<file path="src/rtl/dcd_pkg.sv">
`default_nettype none

package dcd_pkg;

  localparam int SAMPLE_W = 16;
  localparam int LEN_W    = 10;
  localparam int CFG_IDX_W = 3;

  localparam logic OP_SAMPLE = 1'b0;
  localparam logic OP_READ   = 1'b1;

  localparam logic [CFG_IDX_W-1:0] CFG_THRESHOLD = 3'd0;
  localparam logic [CFG_IDX_W-1:0] CFG_WINDOW    = 3'd1;
  localparam logic [CFG_IDX_W-1:0] CFG_GAP       = 3'd2;
  localparam logic [CFG_IDX_W-1:0] CFG_HOLDOFF   = 3'd3;
  localparam logic [CFG_IDX_W-1:0] CFG_ENABLE    = 3'd4;

  localparam logic [SAMPLE_W-1:0] THRESHOLD_RESET = 16'd328;
  localparam logic [LEN_W-1:0]    WINDOW_RESET    = 10'd250;
  localparam logic [LEN_W-1:0]    GAP_RESET       = 10'd50;
  localparam logic [LEN_W-1:0]    HOLDOFF_RESET   = 10'd50;

  typedef enum logic [1:0] {
    PH_FIRST  = 2'd0,
    PH_GAP    = 2'd1,
    PH_SECOND = 2'd2,
    PH_HOLD   = 2'd3
  } phase_t;

  typedef struct packed {
    logic                op;
    logic [SAMPLE_W-1:0] sample;
  } in_item_t;

  typedef struct packed {
    logic       double_clap;
    logic       activated;
    logic [1:0] phase;
  } out_item_t;

  typedef struct packed {
    logic [SAMPLE_W-1:0] threshold_fraction;
    logic [LEN_W-1:0]    window_length;
    logic [LEN_W-1:0]    gap_length;
    logic [LEN_W-1:0]    holdoff_length;
    logic                detector_enable;
  } cfg_t;

  typedef struct packed {
    logic [SAMPLE_W-1:0] old_sample;
    logic                old_valid;
  } ring_rd_t;

endpackage

`default_nettype wire

</file>
<file path="src/rtl/dcd_ring.sv">
`default_nettype none

module dcd_ring #(
  parameter int DEPTH = 64
) (
  input  wire logic                          clk,
  input  wire logic                          rst,
  input  wire logic                          wr_en,
  input  wire logic [dcd_pkg::SAMPLE_W-1:0]  wr_sample,
  output dcd_pkg::ring_rd_t                  rd
);

  localparam int AW = (DEPTH > 1) ? $clog2(DEPTH) : 1;
  localparam logic [AW-1:0] LAST = AW'(DEPTH - 1);

  logic [dcd_pkg::SAMPLE_W-1:0] mem [DEPTH];
  logic [dcd_pkg::SAMPLE_W-1:0] rd_data;
  logic                         rd_valid;
  logic [AW-1:0]                wp;
  logic [AW-1:0]                nx;
  logic                         primed;

  assign nx = (wp == LAST) ? '0 : wp + AW'(1);

  // write the new sample and fetch the oldest one in the same cycle
  always_ff @(posedge clk) begin
    if (wr_en) begin
      mem[wp] <= wr_sample;
      rd_data <= mem[nx];
    end
  end

  // the oldest slot holds real data once the pointer has reached the last slot
  always_ff @(posedge clk) begin
    if (rst) begin
      wp       <= '0;
      primed   <= 1'b0;
      rd_valid <= 1'b0;
    end else if (wr_en) begin
      wp       <= nx;
      rd_valid <= primed || (wp == LAST);
      if (wp == LAST) begin
        primed <= 1'b1;
      end
    end
  end

  always_comb begin
    rd.old_sample = rd_data;
    rd.old_valid  = rd_valid;
  end

endmodule

`default_nettype wire

</file>
<file path="src/rtl/dcd_seq.sv">
`default_nettype none

module dcd_seq (
  input  wire logic       clk,
  input  wire logic       rst,
  input  wire logic       step,
  input  wire dcd_pkg::in_item_t item,
  input  wire dcd_pkg::ring_rd_t rd,
  input  wire dcd_pkg::cfg_t     cfg,
  output dcd_pkg::out_item_t res
);

  dcd_pkg::phase_t            phase;
  dcd_pkg::phase_t            phase_next;
  logic [dcd_pkg::LEN_W-1:0]  count;
  logic [dcd_pkg::LEN_W-1:0]  count_next;
  logic                       pending;
  logic                       pending_next;

  logic [dcd_pkg::SAMPLE_W-1:0] old_val;
  logic [dcd_pkg::SAMPLE_W:0]   scale;
  logic [32:0]                  lhs;
  logic [32:0]                  rhs;
  logic                         clap;
  logic [dcd_pkg::LEN_W-1:0]    cnt_inc;
  logic [dcd_pkg::LEN_W-1:0]    len_cur;
  logic [dcd_pkg::LEN_W-1:0]    len_eff;
  logic                         done;

  // skip a zero-length gap or holdoff straight into the phase after it
  function automatic dcd_pkg::phase_t entry_phase(dcd_pkg::phase_t p,
                                                   dcd_pkg::cfg_t c);
    dcd_pkg::phase_t r;
    r = p;
    if (p == dcd_pkg::PH_GAP && c.gap_length == '0) begin
      r = dcd_pkg::PH_SECOND;
    end
    if (p == dcd_pkg::PH_HOLD && c.holdoff_length == '0) begin
      r = dcd_pkg::PH_FIRST;
    end
    return r;
  endfunction

  assign old_val = rd.old_valid ? rd.old_sample : '0;
  assign scale   = 17'h10000 - {1'b0, cfg.threshold_fraction};
  assign lhs     = 33'(item.sample) * 33'(scale);
  assign rhs     = {1'b0, old_val, 16'h0000};
  assign clap    = lhs > rhs;

  assign cnt_inc = count + 10'd1;

  always_comb begin
    case (phase)
      dcd_pkg::PH_FIRST:  len_cur = cfg.window_length;
      dcd_pkg::PH_GAP:    len_cur = cfg.gap_length;
      dcd_pkg::PH_SECOND: len_cur = cfg.window_length;
      dcd_pkg::PH_HOLD:   len_cur = cfg.holdoff_length;
      default:            len_cur = cfg.window_length;
    endcase
  end

  assign len_eff = (len_cur == '0) ? 10'd1 : len_cur;
  assign done    = cnt_inc >= len_eff;

  always_comb begin
    phase_next      = phase;
    count_next      = count;
    pending_next    = pending;
    res.double_clap = 1'b0;
    res.activated   = 1'b0;
    res.phase       = phase;
    if (item.op == dcd_pkg::OP_READ) begin
      res.activated = pending;
      pending_next  = 1'b0;
    end else begin
      case (phase)
        dcd_pkg::PH_FIRST: begin
          if (clap) begin
            phase_next = entry_phase(dcd_pkg::PH_GAP, cfg);
            count_next = '0;
          end else if (done) begin
            phase_next = dcd_pkg::PH_FIRST;
            count_next = '0;
          end else begin
            count_next = cnt_inc;
          end
        end
        dcd_pkg::PH_GAP: begin
          if (done) begin
            phase_next = dcd_pkg::PH_SECOND;
            count_next = '0;
          end else begin
            count_next = cnt_inc;
          end
        end
        dcd_pkg::PH_SECOND: begin
          if (clap) begin
            res.double_clap = 1'b1;
            if (cfg.detector_enable) begin
              pending_next = 1'b1;
            end
            phase_next = entry_phase(dcd_pkg::PH_HOLD, cfg);
            count_next = '0;
          end else if (done) begin
            phase_next = dcd_pkg::PH_FIRST;
            count_next = '0;
          end else begin
            count_next = cnt_inc;
          end
        end
        default: begin
          if (done) begin
            phase_next = dcd_pkg::PH_FIRST;
            count_next = '0;
          end else begin
            count_next = cnt_inc;
          end
        end
      endcase
    end
  end

  always_ff @(posedge clk) begin
    if (rst) begin
      phase   <= dcd_pkg::PH_FIRST;
      count   <= '0;
      pending <= 1'b0;
    end else if (step) begin
      phase   <= phase_next;
      count   <= count_next;
      pending <= pending_next;
    end
  end

endmodule

`default_nettype wire

</file>
<file path="src/rtl/double_clap_detector.sv">
// Double clap detector.
// Input channel in_valid/in_stall/in_data carries one request per item: a
// sample tick (op 0) or a read-and-clear of the activation flag (op 1).
// Output channel out_valid/out_stall/out_data returns exactly one result per
// request, in order. The user must write registers through cfg_write/
// cfg_index/cfg_data only while the block is idle; the block itself does not
// enforce this. Unknown indexes are ignored. A request accepted at the input
// is registered in the compare stage, beside the ring's read of the oldest
// sample; compare and sequencer update then fill the output register.
// Throughput: one request per cycle while the receiver does not stall; the
// sample ring writes the new sample and reads the oldest on each sample request.
// A stalled result holds in the output register while one more request waits
// in the compare stage; in_stall rises only when both are full.
// Reset clears the pipeline, the sequencer to first window, the pending flag
// and the registers to their defaults. The ring is not swept: a fill flag
// treats slots not yet written as zero, so requests are taken straight away.
`default_nettype none

module double_clap_detector #(
  parameter int RING_DEPTH = 64
) (
  input  wire logic                           clk,
  input  wire logic                           rst,
  input  wire logic                           in_valid,
  output logic                                in_stall,
  input  wire dcd_pkg::in_item_t              in_data,
  output logic                                out_valid,
  input  wire logic                           out_stall,
  output dcd_pkg::out_item_t                  out_data,
  input  wire logic                           cfg_write,
  input  wire logic [dcd_pkg::CFG_IDX_W-1:0]  cfg_index,
  input  wire logic [dcd_pkg::SAMPLE_W-1:0]   cfg_data
);

  dcd_pkg::cfg_t      cfg;
  dcd_pkg::in_item_t  s1_item;
  logic               s1_valid;
  logic               s1_move;
  logic               in_accept;
  dcd_pkg::ring_rd_t  rd;
  dcd_pkg::out_item_t res;

  always_ff @(posedge clk) begin
    if (rst) begin
      cfg.threshold_fraction <= dcd_pkg::THRESHOLD_RESET;
      cfg.window_length      <= dcd_pkg::WINDOW_RESET;
      cfg.gap_length         <= dcd_pkg::GAP_RESET;
      cfg.holdoff_length     <= dcd_pkg::HOLDOFF_RESET;
      cfg.detector_enable    <= 1'b0;
    end else if (cfg_write) begin
      case (cfg_index)
        dcd_pkg::CFG_THRESHOLD: cfg.threshold_fraction <= cfg_data;
        dcd_pkg::CFG_WINDOW:    cfg.window_length  <= cfg_data[dcd_pkg::LEN_W-1:0];
        dcd_pkg::CFG_GAP:       cfg.gap_length     <= cfg_data[dcd_pkg::LEN_W-1:0];
        dcd_pkg::CFG_HOLDOFF:   cfg.holdoff_length <= cfg_data[dcd_pkg::LEN_W-1:0];
        dcd_pkg::CFG_ENABLE:    cfg.detector_enable <= cfg_data[0];
        default: ;
      endcase
    end
  end

  assign s1_move   = s1_valid && (!out_valid || !out_stall);
  assign in_stall  = s1_valid && !s1_move;
  assign in_accept = in_valid && !in_stall;

  dcd_ring #(
    .DEPTH(RING_DEPTH)
  ) u_ring (
    .clk       (clk),
    .rst       (rst),
    .wr_en     (in_accept && (in_data.op == dcd_pkg::OP_SAMPLE)),
    .wr_sample (in_data.sample),
    .rd        (rd)
  );

  always_ff @(posedge clk) begin
    if (rst) begin
      s1_valid <= 1'b0;
    end else if (in_accept) begin
      s1_valid <= 1'b1;
    end else if (s1_move) begin
      s1_valid <= 1'b0;
    end
  end

  always_ff @(posedge clk) begin
    if (in_accept) begin
      s1_item <= in_data;
    end
  end

  dcd_seq u_seq (
    .clk  (clk),
    .rst  (rst),
    .step (s1_move),
    .item (s1_item),
    .rd   (rd),
    .cfg  (cfg),
    .res  (res)
  );

  // hold the result while the receiver stalls
  always_ff @(posedge clk) begin
    if (rst) begin
      out_valid <= 1'b0;
    end else if (s1_move) begin
      out_valid <= 1'b1;
    end else if (!out_stall) begin
      out_valid <= 1'b0;
    end
  end

  always_ff @(posedge clk) begin
    if (s1_move) begin
      out_data <= res;
    end
  end

  a_double_in_second: assert property (@(posedge clk) disable iff (rst)
    out_valid && out_data.double_clap |-> out_data.phase == dcd_pkg::PH_SECOND)
    else $error("double clap reported outside the second window");

  a_clap_or_read: assert property (@(posedge clk) disable iff (rst)
    out_valid |-> !(out_data.double_clap && out_data.activated))
    else $error("result carries both a double clap and a read flag");

  a_stage_held: assert property (@(posedge clk) disable iff (rst)
    s1_valid && out_valid && out_stall |=> s1_valid && $stable(s1_item))
    else $error("compare stage lost its request under a stall");

endmodule

`default_nettype wire

</file>
<file path="config.mk">
export PLATFORM = sky130hd
export DESIGN_NAME = double_clap_detector
export DESIGN_NICKNAME = d
export VERILOG_FILES = /design/src/rtl/dcd_pkg.sv /design/src/rtl/dcd_ring.sv /design/src/rtl/dcd_seq.sv /design/src/rtl/double_clap_detector.sv
export SDC_FILE = /design/constraint.sdc
export NUM_CORES = 2
export LEC_CHECK = 0
export BUFFER_PORTS_ARGS = -buffer_cell sky130_fd_sc_hd__buf_2
export CORE_ASPECT_RATIO = 2
export CORE_MARGIN = 2
export CORE_UTILIZATION = 40
export DETAILED_ROUTE_END_ITERATION = 6
export PLACE_DENSITY_LB_ADDON = 0.2
export SYNTH_ARGS = -nofsm -noshare
export SYNTH_HDL_FRONTEND = slang
export SYNTH_SLANG_ARGS = --single-unit
</file>
<file path="constraint.sdc">
create_clock -name clk -period 25.5 [get_ports clk]
set_input_delay 3.825 -clock clk [delete_from_list [all_inputs] [get_ports clk]]
set_output_delay 3.825 -clock clk [all_outputs]
set_load 0.05 [all_outputs]
</file>
* Yosys cells after proc, flatten, opt, wreduce, memory -nomap -nowiden
Memory sizes are Yosys's and may differ from the RTL's. A register that Yosys moved wholly into a read port is not among the register bits. Cells that the tools add are included.
Word-level totals: ROM bits 0, latch bits 0, bits of input ports 41, memories kept 1, word-level logic and storage cells 93, output and inout port bits 6, flip-flop bits (word level) 91, bits in writable memories 1024
Memories:
- u_ring.mem | words 64, width 16, rd ports 1, clocked after Yosys merged registers in 1, wr ports 1, line dcd_ring.sv:16 | logic [dcd_pkg::SAMPLE_W-1:0] mem [DEPTH];
Cells by class: add/sub/neg operators 3, bitwise logic cells 3, shifts and indexed selects 0, reduce and logical (&&, ||, !) cells 30, muxes and demuxes 25, magnitude comparators 2, divide/modulo/power cells 0, multiply operators 1, eq/ne operators 10
Operators by type and width (number):
- $mux W10 | 4
- $gt A33 B32 Y1 | 1
- $mul A16 B17 Y33 | 1
- $logic_not A10 Y1 | 3
- $pmux W10 S3 | 1
- $sub A17 B16 Y17 const A | 1
- $mux W16 | 1
- $reduce_and A2 Y1 | 7
- $mux W2 | 6
- $mux W1 | 11
- $add A10 B1 Y10 const B | 1
- $ge A10 B10 Y1 | 1
- $reduce_bool A2 Y1 | 4
- $add A6 B1 Y6 const B | 1
- $eq A3 B2 Y1 const B | 2
- $eq A6 B6 Y1 const B | 1
- $mux W6 | 1
- $pmux W2 S3 | 1
- $eq A2 B2 Y1 const B | 2
- $logic_and A1 B1 Y1 | 4
- $logic_not A1 Y1 | 4
- $ne A2 B1 Y1 const B | 2
- $reduce_and A4 Y1 | 1
- $reduce_or A2 Y1 | 2
- other kinds (8) | 11

* Longest topological paths before layout
word-level depth 10, depth in mapped cells 42, mapped depth without buffers 38

* Cells and area by module
Synthesis repeated with hierarchy kept, for this count alone.
Unflattened totals: cells, all modules 4390, area, all modules 54697.5 sq um
Modules (own cells, without submodules):
- dcd_ring | area an instance 41390.9 sq um, seq. area each 31390.1 sq um, cells an instance 2931, times used 1
- dcd_seq | area an instance 10656.5 sq um, seq. area each 260.2 sq um, cells an instance 1245, times used 1
- double_clap_detector | area an instance 2650.0 sq um, seq. area each 1611.5 sq um, cells an instance 214, times used 1

* Least setup slack after synthesis
No wires, ideal clock.
path kind flip-flop to flip-flop, start register cfg[31] (netlist name), end register u_seq.count[0] (netlist name), path slack 16.630 ns, setup time 0.060 ns, buffers on the path 5, data required time 25.440 ns, arrival 8.810 ns, stages on the path, launching flop included 38, clock period less this slack 8.870 ns, path through dfxtp_1 -> clkbuf_1 -> clkbuf_1 -> inv_1 -> ha_1 -> nand3_1 -> xor2_1 -> clkbuf_1 -> nand2_1 -> fa_1 -> fa_1 -> fa_1 -> inv_1 -> fa_1 -> fa_1 -> inv_1 -> fa_1 -> inv_1 -> (+2 left out) -> nand4_1 -> o311ai_0 -> a311oi_1 -> o21ai_0 -> nand3_1 -> o21ai_0 -> o21ai_0 -> xnor2_1 -> ha_1 -> nand3_1 -> nor4_1 -> nand4_1 -> and4b_1 -> o2111ai_1 -> o211ai_1 -> o2111a_1 -> buf_2 -> mux2_2
On the way: word-level cells in the longest chain between the ends 5
Ends and longest elaborated chain:
- $sub A17 B16 Y17 | line dcd_seq.sv:45 | assign scale = 17'h10000 - {1'b0, cfg.threshold_fraction};
- $mul A16 B17 Y33 | line dcd_seq.sv:46 | assign lhs = 33'(item.sample) * 33'(scale);
- $gt A33 B32 Y1 | line dcd_seq.sv:48 | assign clap = lhs > rhs;
- $mux W10 | line dcd_seq.sv:97 | if (clap) begin
- $mux W10
- to (signal assigned) | line dcd_seq.sv:130 | count <= count_next;
- to (decl) | line dcd_seq.sv:15 | logic [dcd_pkg::LEN_W-1:0] count;
No other way between the ends. A chain may end at the register's enable or synchronous reset.

* Worst setup path in the final report
start register cfg[31] (netlist name), end register u_seq.count[3] (netlist name)
On the way: word-level cells in the longest chain between the ends 5
Ends and longest elaborated chain (line):
- $sub A17 B16 Y17 | dcd_seq.sv:45
- $mul A16 B17 Y33 | dcd_seq.sv:46
- $gt A33 B32 Y1 | dcd_seq.sv:48
- $mux W10 | dcd_seq.sv:97
- $mux W10
No other way between the ends.

==> PnR_summary.wiki <==
{| class="wikitable"
! Metric !! Value
|-
| Standard-cell row count || 189
|-
| FFs w/ async S/R, synth || 0%
|-
| Clock root cell || clkbuf_16
|-
| Dominant register cell in the synthesized netlist || edfxtp_1
|-
| Clock tree from TritonCTS || built
|-
| DIE WIDTH || roughly 260 µm
|-
| Relative slew margins || 17.7%
|-
| Worst slack after detailed placement || roughly 15,000 ps
|-
| Vias/cell || 5.47
|-
| Fraction of the yosys area taken by sequential cells || 62.5%
|-
| Most common library cell in the layout ignoring fill and taps || edfxtp_1
|-
| Top cell type's share of synthesized area || 59.9%
|-
| Run status || completed
|-
| Antenna viol nets, final || 0
|-
| Mean cell area of the mapped netlist || ~17 µm²
|-
| Port buffer count || 46
|-
| Count of hold buffers inserted by post-cts repair || 0
|-
| Clock sink count || 1,131
|-
| EDFF count, synth || 1,061
|-
| Worst Hold Class || flop to flop
|-
| Type of origin of the critical path || flop
|-
| PnR worst setup slack || 14,770 ps
|-
| Initial standard-cell utilization of the core || 40.2%
|-
| # nets final || 3,645
|-
| Final setup violation count || 0
|-
| H-Tree Level Count || 3
|-
| Most frequent cells in the layout || 1,061 x edfxtp_1, 320 x mux4_2, 294 x nand2_1, 249 x inv_1, 208 x fa_1
|-
| Pin count of the biggest net entering global routing || 129
|-
| Clock input transition at the sequential cells of the worst setup and hold paths || 70 ps
|-
| Standard cell core area || between 100,000 and 150,000 µm²
|-
| Final global-route overflow total || 0
|-
| Number of gates given a new drive strength after cts || 0
|-
| Detailed placer's ending HPWL || 90,000 µm
|-
| Static leakage power || 0.0205 µW
|-
| Post-detailed-route DRC marker count || 0
|-
| Number of antenna violations at the first check in global routing || 1
|-
| Synth unique cells || 69
|-
| Worst EP arrival || 11,370 ps
|-
| DR iter-0 viols || 1,846
|-
| Highest fanout seen on the critical path || 21
|-
| Setup crit end kind || flop
|-
| RSZ-0062 raised after global routing || no
|-
| Yosys warning total || 0
|-
| Worst-skew pair later-pin latency || 710 ps
|-
| Transition at the pin with the smallest max-transition slack || approximately 1200 ps
|-
| Number of flip-flops and latches in the synthesized netlist || approximately 1,100
|-
| Postcts setup bufs || 0
|-
| DIE HEIGHT || 520 µm
|-
| Final TNS setup || 0 ps
|-
| Highest achievable clock rate || 0.0932 GHz
|-
| Peak supply drop || 135 µV
|-
| Die outline area || 136,000 µm²
|-
| Count of max-cap constraint violations || 0
|-
| GRT Overall Usage || between 20% and 30%
|-
| Slowest stage delay, CP || 850 ps
|-
| Number of buffers added by the clock tree synthesis step || 99
|-
| Most frequent CP cell || fa_1
|-
| Vias || 27,726
|-
| Number of buffers on the longest clock path || 3
|-
| CP required || between 20,000 and 30,000 ps
|-
| Kind of critical path || flop to flop
|-
| Portion of the clock cycle consumed by the worst path in the final layout || 42.1%
|-
| Final routed wirelength across all metal layers || 133,000 µm
|-
| Mapped Area || 53,200 µm²
|-
| Average routed wire per standard cell || 26.3 µm
|-
| Post-synthesis cell type with the largest combined area || edfxtp_1
|-
| First-pass iteration count of the detailed router || 5
|-
| Fraction of layout instances using a drive strength above 1 || 19.2%
|-
| Dominant cells by area after synthesis || edfxtp_1 60%, mux4_2 14%, fa_1 7.8%
|-
| First-pass GRT wire length || 199,000 µm
|-
| Post-Synthesis Net Count || 3,539
|-
| Final cell count without fillers || 5,067
|-
| Minimum clock period after layout || 10,730 ps
|-
| I/O pin count || 47
|-
| Number of placed instances with taps included || 4,880
|-
| Synth Instances || 3,156
|-
| Number of pins exceeding their max-slew limit in the final report || 0
|-
| Hold Fails Final Rpt || 0
|-
| P per Cell Area || 110 nW/µm²
|-
| Worst-path cell with the longest stage delay || dfxtp_1
|-
| Family with the most delay on the worst path || adder cells
|-
| Area added between synthesis and finish || 11.1%
|-
| Number of global-route vias before repair || 30,622
|-
| Final GP Congestion || a little under 0.9
|-
| Skew final || 45.6 ps
|-
| Critical path buffers and inverters || 4
|}
synthesized netlist by cell type, types with 4 or more instances:
| cell | count |
|---|---|
| a31oi_1 | 14 |
| o21ai_0 | 18 |
| a311oi_1 | 4 |
| ha_1 | 134 |
| nand3_1 | 29 |
| or2_2 | 4 |
| a22o_1 | 8 |
| o21a_1 | 4 |
| a211o_1 | 8 |
| o211ai_1 | 8 |
| a21oi_1 | 72 |
| nor4_1 | 10 |
| buf_2 | 33 |
| nor2_1 | 115 |
| buf_6 | 5 |
| and3_1 | 10 |
| and2_1 | 137 |
| nor2b_1 | 16 |
| mux4_2 | 320 |
| buf_1 | 5 |
| xnor2_1 | 34 |
| clkbuf_1 | 105 |
| dfxtp_1 | 70 |
| nand2_1 | 294 |
| a21o_1 | 14 |
| fa_1 | 208 |
| a211oi_1 | 31 |
| edfxtp_1 | 1061 |
| inv_1 | 249 |
| nand3b_1 | 16 |
| mux2i_1 | 24 |
| or3_1 | 5 |
| nand4_1 | 12 |
| nor3_1 | 16 |
| xor2_1 | 12 |
worst paths after layout:
check,startpoint,to,slack [ps],depth (start not counted)
hold / removal,u_ring.primed,u_ring.primed,470,2
setup reg to reg,cfg[31],u_seq.count[3],14770,32
setup / recovery,cfg[31],u_seq.count[3],14770,32
hold reg to reg,u_ring.primed,u_ring.primed,470,2
layer usage:
layer | GRT usage [%] | up-vias | part of all wire [%]
li1 | - | 12059 | -
met1 | 20.7 | 14781 | 33
met2 | 39.3 | 622 | 58
met3 | 2.04 | 264 | 3.0
met4 | 10.2 | 0 | 5.4
met5 | 0 | - | 0
registers in the layout, indices dropped and copies added (netlist names):
name             flops
out_data             4
cfg                 47
u_ring.primed        1
u_ring.rd_data      16
s1_item             17
out_valid            1
u_seq.phase          2
u_seq.pending        1
s1_valid             1
u_seq.count         10
u_ring.rd_valid      1
u_ring.wp            6
u_ring.mem        1024
report_power, final:
part,internal [µW],switching [µW]
Sequential,2040,17.2
Combinational,1220,1720
Clock,807,694
Total,4060,2430
tightest hold or removal path: stages (launching register included):
cell and delay (ps):
dfxtp_1 330, a21oi_1 40, nor2_1 70
cell families after synthesis:
group | Yosys count | share of synthesized area, %
flops | 1131 | 62.5
simple gates | 681 | 6.07
buf+inv | 400 | 2.99
mux | 345 | 14.0
fa+ha+maj | 342 | 11.0
compound gates | 210 | 2.61
xor+xnor | 47 | 0.788
stage by stage:
stage / instance area, µm² / hold slack, ps / power (µW) / utilization (%)
floorplan: 53200 / 406 / 4140 / -
global placement: 55900 / 455 / 4980 / 42.3
detailed placement: 55900 / 461 / 5050 / 42.3
CTS: 59100 / 475 / 6580 / 44.7
global route: 59100 / 501 / 6940 / 44.7
finish: 59100 / 473 / 6490 / 44.7
cell type report:
type / instances / area (µm²)
fillers: 11328 / 73100
flip-flops and latches: 1131 / 33300
multi-input cells: 1625 / 18400
clock buffers: 116 / 2540
well taps: 1719 / 2150
repair buffers: 156 / 1080
inverters: 249 / 935
clock inverters: 70 / 693
diodes: 1 / 2.50
(Power assumes the default switching activity.)
